===== src/hw/rtl/kpirq_pkg.sv =====
// ----------------------------------------------------------------------------
// Keypad IRQ package
// Shared widths, key positions, register indexes and the result type.
// ----------------------------------------------------------------------------
package kpirq_pkg;

    localparam int KEY_COUNT = 10;
    localparam int IDX_W     = 4;
    localparam int CFG_IDX_W = 2;
    localparam int CFG_W     = KEY_COUNT;
    localparam int S_DATA_W  = 8;
    localparam int M_DATA_W  = 16;

    typedef logic [KEY_COUNT-1:0] key_vec_t;

    // Key bit positions, in the register's order.
    localparam logic [IDX_W-1:0] KEY_A      = 4'd0;
    localparam logic [IDX_W-1:0] KEY_B      = 4'd1;
    localparam logic [IDX_W-1:0] KEY_SELECT = 4'd2;
    localparam logic [IDX_W-1:0] KEY_START  = 4'd3;
    localparam logic [IDX_W-1:0] KEY_RIGHT  = 4'd4;
    localparam logic [IDX_W-1:0] KEY_LEFT   = 4'd5;
    localparam logic [IDX_W-1:0] KEY_UP     = 4'd6;
    localparam logic [IDX_W-1:0] KEY_DOWN   = 4'd7;
    localparam logic [IDX_W-1:0] KEY_R      = 4'd8;
    localparam logic [IDX_W-1:0] KEY_L      = 4'd9;

    // Configuration register indexes.
    localparam logic [CFG_IDX_W-1:0] CFG_IRQ_ENABLE     = 2'd0;
    localparam logic [CFG_IDX_W-1:0] CFG_IRQ_ALL_MODE   = 2'd1;
    localparam logic [CFG_IDX_W-1:0] CFG_IRQ_KEY_SELECT = 2'd2;

    // Item kinds.
    localparam logic KIND_BUTTON = 1'b0;
    localparam logic KIND_CHECK  = 1'b1;

    typedef struct packed {
        logic     irq_request;
        key_vec_t key_bits;
    } result_t;

    typedef struct packed {
        logic main_valid;
        logic skid_valid;
    } obuf_status_t;

endpackage


===== src/hw/rtl/kpirq_core.sv =====
// ----------------------------------------------------------------------------
// Keypad IRQ core
// Configuration and key state registers, event update and interrupt edge.
// ----------------------------------------------------------------------------
module kpirq_core (
    input  logic                           clk,
    input  logic                           rst_n,
    input  logic                           cfg_we,
    input  logic [kpirq_pkg::CFG_IDX_W-1:0] cfg_index,
    input  logic [kpirq_pkg::CFG_W-1:0]     cfg_data,
    input  logic                           item_take,
    input  logic                           item_kind,
    input  logic [kpirq_pkg::IDX_W-1:0]     item_button,
    input  logic                           item_pressed,
    output kpirq_pkg::result_t             result
);
    import kpirq_pkg::*;

    logic     irq_enable_reg;
    logic     irq_all_mode_reg;
    key_vec_t irq_key_select_reg;

    key_vec_t key_reg;
    key_vec_t key_next;
    key_vec_t supp_reg;
    key_vec_t supp_next;
    logic     cond_reg;
    logic     cond_next;

    key_vec_t bit_mask;
    key_vec_t opp_mask;
    key_vec_t supp_rel;
    key_vec_t held;

    always_ff @(posedge clk or negedge rst_n)
    begin
        if (!rst_n)
        begin
            irq_enable_reg     <= 1'b0;
            irq_all_mode_reg   <= 1'b0;
            irq_key_select_reg <= '0;
        end
        else if (cfg_we)
        begin
            unique case (cfg_index)
                CFG_IRQ_ENABLE:     irq_enable_reg     <= cfg_data[0];
                CFG_IRQ_ALL_MODE:   irq_all_mode_reg   <= cfg_data[0];
                CFG_IRQ_KEY_SELECT: irq_key_select_reg <= cfg_data;
                default:            ;
            endcase
        end
    end

    always_comb
    begin
        bit_mask = '0;
        if (item_button < IDX_W'(KEY_COUNT))
        begin
            bit_mask = key_vec_t'(1) << item_button;
        end
        case (item_button) inside
            KEY_RIGHT, KEY_UP:  opp_mask = bit_mask << 1;
            KEY_LEFT, KEY_DOWN: opp_mask = bit_mask >> 1;
            default:            opp_mask = '0;
        endcase

        key_next = key_reg;
        supp_next = supp_reg;
        supp_rel = supp_reg & ~bit_mask;
        if (item_kind == KIND_BUTTON)
        begin
            if (item_pressed)
            begin
                // A direction press releases its opposite and remembers
                // whether the opposite was held at that moment.
                supp_next = supp_reg | (~key_reg & opp_mask);
                key_next  = (key_reg | opp_mask) & ~bit_mask;
            end
            else if (opp_mask != '0)
            begin
                key_next  = (key_reg & ~(supp_rel & opp_mask)) | bit_mask;
                supp_next = supp_rel & ~opp_mask;
            end
            else
            begin
                key_next = key_reg | bit_mask;
            end
        end

        held = irq_key_select_reg & ~key_next;
        if (!irq_enable_reg)
        begin
            cond_next = 1'b0;
        end
        else if (irq_all_mode_reg)
        begin
            cond_next = (held == irq_key_select_reg);
        end
        else
        begin
            cond_next = (held != '0);
        end

        result.key_bits    = key_next;
        result.irq_request = cond_next & ~cond_reg;
    end

    always_ff @(posedge clk or negedge rst_n)
    begin
        if (!rst_n)
        begin
            key_reg  <= '1;
            supp_reg <= '0;
            cond_reg <= 1'b0;
        end
        else if (item_take)
        begin
            key_reg  <= key_next;
            supp_reg <= supp_next;
            cond_reg <= cond_next;
        end
    end

endmodule


===== src/hw/rtl/kpirq_obuf.sv =====
// ----------------------------------------------------------------------------
// Keypad IRQ output buffer
// Result register with a skid stage so input stays open under a stall.
// ----------------------------------------------------------------------------
module kpirq_obuf (
    input  logic                     clk,
    input  logic                     rst_n,
    input  logic                     push,
    input  kpirq_pkg::result_t       push_data,
    output logic                     push_ready,
    output logic                     out_valid,
    input  logic                     out_ready,
    output kpirq_pkg::result_t       out_data,
    output kpirq_pkg::obuf_status_t  status
);
    import kpirq_pkg::*;

    logic    main_valid_reg;
    result_t main_data_reg;
    logic    skid_valid_reg;
    result_t skid_data_reg;

    assign push_ready        = ~skid_valid_reg;
    assign out_valid         = main_valid_reg;
    assign out_data          = main_data_reg;
    assign status.main_valid = main_valid_reg;
    assign status.skid_valid = skid_valid_reg;

    always_ff @(posedge clk or negedge rst_n)
    begin
        if (!rst_n)
        begin
            main_valid_reg <= 1'b0;
            skid_valid_reg <= 1'b0;
        end
        else if (out_ready || !main_valid_reg)
        begin
            if (skid_valid_reg)
            begin
                main_valid_reg <= 1'b1;
                skid_valid_reg <= 1'b0;
            end
            else
            begin
                main_valid_reg <= push;
            end
        end
        else if (push)
        begin
            skid_valid_reg <= 1'b1;
        end
    end

    always_ff @(posedge clk)
    begin
        if (out_ready || !main_valid_reg)
        begin
            main_data_reg <= skid_valid_reg ? skid_data_reg : push_data;
        end
        else if (push)
        begin
            skid_data_reg <= push_data;
        end
    end

endmodule


===== src/hw/rtl/keypad_state_and_irq_unit.sv =====
// ----------------------------------------------------------------------------
// Keypad state and interrupt request unit
// Applies button events to an active-low key register and flags new IRQs.
// ----------------------------------------------------------------------------
// The result output is registered. Throughput: one item per cycle while
// the skid entry is free; the key state update is a single pass of
// bitwise logic on ten-bit registers, and a two-entry result buffer keeps
// the slave side open for one more item while the master side stalls.
// Reset: keys all released, no remembered opposites, condition false,
// configuration registers zero, result buffer empty.
module keypad_state_and_irq_unit (
    input  logic                            clk,
    input  logic                            rst_n,
    // Configuration write port.
    input  logic                            cfg_we,
    input  logic [kpirq_pkg::CFG_IDX_W-1:0]  cfg_index,
    input  logic [kpirq_pkg::CFG_W-1:0]      cfg_data,
    // Slave side: one event or check item per handshake.
    input  logic                            s_axis_tvalid,
    output logic                            s_axis_tready,
    input  logic [kpirq_pkg::S_DATA_W-1:0]   s_axis_tdata,  // [3:0] button_index, [4] pressed
    input  logic                            s_axis_tuser,  // [0] kind
    // Master side: one result item per accepted item.
    output logic                            m_axis_tvalid,
    input  logic                            m_axis_tready,
    output logic [kpirq_pkg::M_DATA_W-1:0]   m_axis_tdata   // [9:0] key_bits, [10] irq_request
);
    import kpirq_pkg::*;

    logic         item_take;
    result_t      core_result;
    result_t      out_result;
    obuf_status_t obuf_status;

    // An item is taken whenever the skid stage is free; the state registers
    // advance in that same cycle, so back-to-back items see fresh state.
    assign item_take = s_axis_tvalid & s_axis_tready;

    kpirq_core u_core (
        .clk          (clk),
        .rst_n        (rst_n),
        .cfg_we       (cfg_we),
        .cfg_index    (cfg_index),
        .cfg_data     (cfg_data),
        .item_take    (item_take),
        .item_kind    (s_axis_tuser),
        .item_button  (s_axis_tdata[IDX_W-1:0]),
        .item_pressed (s_axis_tdata[IDX_W]),
        .result       (core_result)
    );

    kpirq_obuf u_obuf (
        .clk        (clk),
        .rst_n      (rst_n),
        .push       (item_take),
        .push_data  (core_result),
        .push_ready (s_axis_tready),
        .out_valid  (m_axis_tvalid),
        .out_ready  (m_axis_tready),
        .out_data   (out_result),
        .status     (obuf_status)
    );

    // Upper bits of the result bus are zero fill.
    assign m_axis_tdata = M_DATA_W'(out_result);

    // The skid stage is only ever filled behind a full result register.
    a_skid_behind_main: assert property (@(posedge clk) disable iff (!rst_n)
        obuf_status.skid_valid |-> obuf_status.main_valid)
        else $error("skid entry held with empty result register");

    // An item taken while the result register is stalled must land in skid.
    a_stall_to_skid: assert property (@(posedge clk) disable iff (!rst_n)
        (item_take && obuf_status.main_valid && !m_axis_tready) |=>
        obuf_status.skid_valid)
        else $error("item taken under stall was not kept");

    // Opposite directions are never held together.
    a_no_right_left: assert property (@(posedge clk) disable iff (!rst_n)
        m_axis_tvalid |-> (m_axis_tdata[KEY_RIGHT] || m_axis_tdata[KEY_LEFT]))
        else $error("right and left held together");

    a_no_up_down: assert property (@(posedge clk) disable iff (!rst_n)
        m_axis_tvalid |-> (m_axis_tdata[KEY_UP] || m_axis_tdata[KEY_DOWN]))
        else $error("up and down held together");

endmodule


===== config.mk =====
export PLATFORM = sky130hd
export DESIGN_NAME = keypad_state_and_irq_unit
export DESIGN_NICKNAME = d
export VERILOG_FILES = /design/src/hw/rtl/kpirq_pkg.sv /design/src/hw/rtl/kpirq_core.sv /design/src/hw/rtl/kpirq_obuf.sv /design/src/hw/rtl/keypad_state_and_irq_unit.sv
export SDC_FILE = /design/constraint.sdc
export NUM_CORES = 1
export LEC_CHECK = 0
export BUFFER_PORTS_ARGS = -buffer_cell sky130_fd_sc_hd__buf_2
export CAP_MARGIN = 10
export CORE_MARGIN = 2
export CORE_UTILIZATION = 40
export DETAILED_ROUTE_END_ITERATION = 10
export PLACE_DENSITY = 0.67
export SLEW_MARGIN = 30
export SYNTH_ARGS = -nofsm -noshare
export SYNTH_HDL_FRONTEND = slang
export SYNTH_SLANG_ARGS = --single-unit

===== constraint.sdc =====
create_clock -name clk -period 2.1 [get_ports clk]
set_input_delay 0.21 -clock clk [delete_from_list [all_inputs] [get_ports clk]]
set_output_delay 0.21 -clock clk [all_outputs]
set_load 0.05 [all_outputs]

==> impl_metrics.tcl, run 1 <==
set metrics [dict create \
    critPathSlowestCell "or4b_4" \
    worstSetupPathType "input port to register" \
    synth_top_area_share 0.273 \
    clockBufferDepth 2 \
    cts_tree "done" \
    antenna_found_initial 0 \
    track_usage 0.157 \
    synth_top_flop_cell "edfxtp_1" \
    reg2reg_from "u_core.key_reg[6]" \
    async_flop_share 0.569 \
    ios 44 \
    place.gp.congestion 0.844 \
    drc 0 \
    fin_hold_ws_ns 0.113 \
    finalPower_w 0.00272 \
    cts_made_buffers 5 \
    hold_path.class "input port to register" \
    start_util 0.411 \
    synth_seq_area_share 0.578 \
    netlist_area_um2 2420 \
    fin_worst_skew_ns 0.0131 \
    drive_above_1_share 0.404 \
    synthTopCellsByArea "edfxtp_1 27%, dfrtp_1 20%, dfstp_2 11%, mux2_2 10%, nand2_1 3.1%" \
    crit_required_ns 2.32 \
    rsz0062_at_grt "no" \
    critPathMaxStageDelay_ns 0.54 \
    power_density_nw_per_um2 923 \
    post-cts-setup-buffer-count 0 \
    min_from "s_axis_tvalid" \
    maxSlewViolCount 0 \
    yosysWarnings 0 \
    cp_data_arrival_time_ns 2.15 \
    area_delta_synth_final_pct 21.8 \
    die_h_um 81.8 \
    root_buffer "clkbuf_8" \
    fmaxAchievable_ghz 0.516 \
    netlist_instances 209 \
    core-area_um2 5890 \
    row_count 28 \
    min_period_ns 1.94 \
    hpwl_um 3610 \
    ant_nets 0 \
    n_antenna_cell 0 \
    num_vias 1754 \
    routed_wirelength_um 4710 \
    grt_max_degree 30 \
    cp-start-kind "input port" \
    drt_iter0_markers 87 \
    grt_first_pass_wirelength_um 7780 \
    grt_pass1_vias 1626 \
    via_per_inst 5.08 \
    path_max_fanout 3 \
    synth_cell_types 43 \
    vdd_drop_max_mv 0.478 \
    drtPass1Iterations 4 \
    clock_latency_ns 0.31 \
    synth_top_area_cell "edfxtp_1" \
    final_core_util 0.501 \
    wl_per_cell_um 13.7 \
    cap_violations 0 \
    die_w_um 81.8 \
    period_share 0.922 \
    place_area_um2 2830 \
    nets 295 \
    clkSlewWorstSetupHoldPaths_ns 0.11 \
    cts_sinks 51 \
    ys_ff_latch 51 \
    overflow 0 \
    die_area_um2 6690 \
    startpoint "s_axis_tdata[3]" \
    crit_chain "buf_2 > or4b_4 > mux2_4 > a21oi_4 > inv_2 > a222oi_1 > a21boi_1 > o41ai_2" \
    design_area_um2 2950 \
    synth_edf_count 22 \
    status "complete, no violations" \
    avgSynthCellArea_um2 11.6 \
    hold_viol 0 \
    slew-limit-headroom 0.578 \
    end_kind "register" \
    clock_tree.htree_level_count 2 \
    tightest_slew_ns 0.633 \
    io_buffers 35 \
    p_leak_nw 1.28 \
    setup_viol 0 \
]
metal layers:
layer / share of wire / GRT usage
met1: 0.45 / 0.203
met2: 0.48 / 0.259
met3: 0.047 / 0.0319
met4: 0.014 / 0.0600
met5: 0 / 0
stage by stage:
stage          worst slack, ns  instances  TNS, ns
6_report                 0.163        345        0
3_3_place_gp            -0.154        336   -0.366
2_1_floorplan          -0.0435        213  -0.0870
4_1_cts                  0.150        345        0
5_1_grt                 0.0296        345        0
3_5_place_dp            -0.178        336   -0.432
worst max-delay path: cells and delay by family:
kind / cells / cell delay [ns]
AOI/OAI and AO/OA: 4 / 0.93
and+or+nand+nor: 1 / 0.54
muxes: 1 / 0.32
buffers and inverters: 2 / 0.15
cell usage in the layout, fill, tap and decap left out, types with 2 or more instances in the layout:
cell type,n
buf_2,35
buf_4,26
mux2_2,22
edfxtp_1,22
nand2_1,20
dfrtp_1,19
nor2_1,17
inv_1,17
o21ai_0,11
dfstp_2,10
a21oi_1,6
nor3_1,5
conb_1,5
clkbuf_8,5
o22ai_1,4
a31oi_1,4
nand3b_1,3
a221o_1,3
nor2b_1,2
a21o_1,2
nand3_1,2
nand2b_1,2
a222oi_1,2
o41ai_2,2
clkinv_4,2
worst paths after layout:
| kind | endpoint | slack [ns] | cells past startpoint |
|---|---|---|---|
| max in group asynchronous | u_core.irq_key_select_reg[5] | 1.24 | 2 |
| worst min register to register | u_core.cond_reg | 0.48 | 2 |
| worst min-delay path | u_obuf.out_valid | 0.11 | 3 |
| worst max-delay path | u_core.cond_reg | 0.16 | 8 |
| min in group asynchronous | u_core.cond_reg | 0.45 | 2 |
| worst max register to register | u_obuf.out_data[10] | 0.20 | 8 |
power breakdown:
| group | leakage, nW | switching [W] | internal (W) |
|---|---|---|---|
| Sequential | 0.543 | 0.0000921 | 0.00126 |
| Combinational | 0.689 | 0.000454 | 0.000317 |
| Clock | 0.0502 | 0.000350 | 0.000247 |
area by class of cell:
class / instances / area (um2)
fill: 527 / 2940
sequential: 51 / 1400
multi-input combinational: 131 / 910
timing repair buffer: 62 / 380
tap: 75 / 93.8
clock buffer: 5 / 68.8
inverter: 18 / 67.6
clock inverter: 3 / 28.8
Yosys cell counts, drive strengths merged (2+ instances only):
| library cell | instances |
|---|---|
| nor2 | 17 |
| a21oi | 7 |
| nand2 | 20 |
| dfstp | 10 |
| nand2b | 2 |
| o22ai | 4 |
| buf | 6 |
| nor3 | 6 |
| o21ai | 11 |
| clkbuf | 7 |
| o41ai | 2 |
| edfxtp | 22 |
| inv | 18 |
| dfrtp | 19 |
| a31oi | 4 |
| a222oi | 2 |
| nand3 | 2 |
| nor2b | 2 |
| mux2 | 24 |
| a221o | 3 |
| nand3b | 3 |
| a21o | 2 |
kinds of logic after synthesis:
| family | Yosys count | synth area share |
|---|---|---|
| flops | 51 | 0.578 |
| simple gates | 58 | 0.117 |
| mux | 25 | 0.117 |
| buf+inv | 31 | 0.0589 |
| compound gates | 43 | 0.127 |
| other cells | 1 | 0.00155 |
repair_timing:
action                                  4_1_cts  5_1_grt
hold buffers                                  1        0
endpoints found under the setup margin        0        1
resized for setup                             0        2
endpoints found under the hold margin        19        0
(Power assumes the default switching activity.)
==> run 2: changes to the inputs <==
Settings changed: PLACE_DENSITY 0.67 to 0.66, SYNTH_HIERARCHICAL from default to 1.
==> run 2 against run 1 <==
Effect of this change:
- flip-flop and latch count did not move
- setup slack got worse by 0.20 ns
- global-route usage rose by 0.81 points
- maximum frequency fell by 9.3%
- the flow now finishes with violations (setup timing)
- area after synthesis rose by 15%
- power rose by 13%
- largest cell class unchanged
- critical endpoint is now u_obuf/out_data[10]
- non-clock buffer count rose by 30
- critical path depth fell by 1
==> impl_metrics.tcl, run 2 <==
set metrics [dict create \
    nets 348 \
    layoutNonFillerInstCount 403 \
    status "finished with violations" \
    final_common_cell "buf_4" \
    hold_viol 0 \
    die_w_um 87.3 \
    rsz0062_at_grt "yes" \
    crit_chain "nor3b_1 > a31oi_2 > o221ai_2 > or4b_4 > nor3_4 > nor4b_2 > mux2_2" \
    worstSetupPathType "register to register" \
    hold_path.class "input port to register" \
    grt_first_pass_wirelength_um 9700 \
    routed_wirelength_um 6000 \
    wl_per_cell_um 14.9 \
    grt_pass1_vias 2039 \
    nFillCells 601 \
    critPathSlowestCell "dfstp_2" \
    fin_ws_ns -0.0351 \
    clock_tree.htree_level_count 2 \
    period_share 1.02 \
    power_density_nw_per_um2 863 \
    yosysWarnings 6 \
    core-area_um2 6760 \
    hpwl_um 4510 \
    drc 0 \
    final_cell_mix "55 x buf_4, 35 x buf_2, 22 x edfxtp_1" \
    clock_latency_ns 0.31 \
    cts_made_buffers 5 \
    cts_tree "done" \
    cts_sinks 51 \
    die_area_um2 7620 \
    drive_above_1_share 0.483 \
    row_count 30 \
    track_usage 0.165 \
    num_vias 2114 \
    design_area_um2 3550 \
    n_antenna_cell 0 \
    netlist_area_um2 2770 \
    path_max_fanout 3 \
    end_kind "register" \
    min_period_ns 2.14 \
    drtPass1Iterations 4 \
    overflow 0 \
    clockBufferDepth 2 \
    slew-limit-headroom 0.544 \
    via_per_inst 5.25 \
    p_leak_nw 1.53 \
    place.gp.congestion 0.864 \
    die_h_um 87.3 \
    regArea_um2 1400 \
    root_buffer "clkbuf_8" \
    crit_buf_inv 0 \
    place_area_um2 3390 \
    multi_input_area_um2 1280 \
    avgSynthCellArea_um2 11.8 \
    setup_viol 1 \
    io_buffers 35 \
    dp_cells 393 \
    ant_nets 0 \
    crit_required_ns 2.18 \
    violations "setup timing" \
    drt_iter0_markers 111 \
    ios 44 \
    fmaxAchievable_ghz 0.468 \
    start_util 0.411 \
    fin_hold_ws_ns 0.117 \
    fin_worst_skew_ns 0.00868 \
    maxSlewViolCount 0 \
    netlist_instances 236 \
    tightest_slew_ns 0.685 \
    cp_data_arrival_time_ns 2.21 \
    area_delta_synth_final_pct 28.1 \
    antenna_found_initial 0 \
    critPathMaxStageDelay_ns 0.56 \
    grt_max_degree 30 \
    clkSlewWorstSetupHoldPaths_ns 0.10 \
    cp-start-kind "register" \
    vdd_drop_max_mv 0.325 \
    cpLargestDelayFamily "simple AND/OR/NAND/NOR gates" \
    cap_violations 0 \
]
-- run 2: area by class of cell --
type | instances | share of cell area
clock buffer | 5 | 0.0194
clock inverter | 3 | 0.00810
inverter | 16 | 0.0169
multi-input combinational | 156 | 0.360
sequential | 51 | 0.394
tap | 80 | 0.0282
timing repair buffer | 92 | 0.174
-- run 2: through the flow --
| stage | power, W | TNS, ns | setup WS, ns | utilization |
|---|---|---|---|---|
| floorplan | 0.00207 | -0.208 | -0.208 | - |
| global placement | 0.00240 | -0.372 | -0.274 | 0.501 |
| detailed placement | 0.00242 | -0.520 | -0.331 | 0.501 |
| CTS | 0.00304 | -0.0636 | -0.0636 | 0.518 |
| global route | 0.00323 | -0.135 | -0.113 | 0.526 |
| finish | 0.00307 | -0.0351 | -0.0351 | 0.526 |
-- run 2: worst paths after layout --
| kind | startpoint | end | slack, ns | depth (start not counted) |
|---|---|---|---|---|
| max in group asynchronous | rst_n | u_core/irq_enable_reg | 1.19 | 2 |
| min in group asynchronous | rst_n | u_core/supp_reg[7] | 0.46 | 2 |
| worst min-delay path | cfg_data[7] | u_core/irq_key_select_reg[7] | 0.12 | 2 |
| worst max register to register | u_core/key_reg[7] | u_obuf/out_data[10] | -0.04 | 7 |
| worst min register to register | u_core/key_reg[3] | u_core/key_reg[3] | 0.51 | 2 |
| worst max-delay path | u_core/key_reg[7] | u_obuf/out_data[10] | -0.04 | 7 |
-- run 2: worst reg2reg max path: stages (launching register included) --
cell and delay [ns]:
dfstp_2 0.56, nor3b_1 0.06, a31oi_2 0.16, o221ai_2 0.12, or4b_4 0.52, nor3_4 0.15
nor4b_2 0.07, mux2_2 0.26
-- run 2: repair_timing --
item | 4_1_cts | 5_1_grt
buffers inserted | 0 | 1
endpoints found under the setup margin | 1 | 1
hold buffers | 1 | 0
resized for setup | 1 | 10
pin swaps | 0 | 1
hold endpoints to repair | 19 | 0
-- run 2: layer usage --
| metal | part of all wire | wire [um] | up-vias | GRT usage |
|---|---|---|---|---|
| li1 | - | - | 1044 | - |
| met5 | 0 | 0 | - | 0 |
| met1 | 0.46 | 2750 | 1006 | 0.220 |
| met4 | 0.024 | 143 | 0 | 0.0629 |
| met3 | 0.044 | 265 | 9 | 0.0341 |
| met2 | 0.47 | 2840 | 55 | 0.264 |
-- run 2: where the power goes --
group          switching (W)  internal [W]  leakage (nW)
Sequential          0.000103       0.00129         0.544
Clock               0.000356      0.000247        0.0502
Combinational       0.000593      0.000480         0.934
Total                0.00105       0.00201          1.53
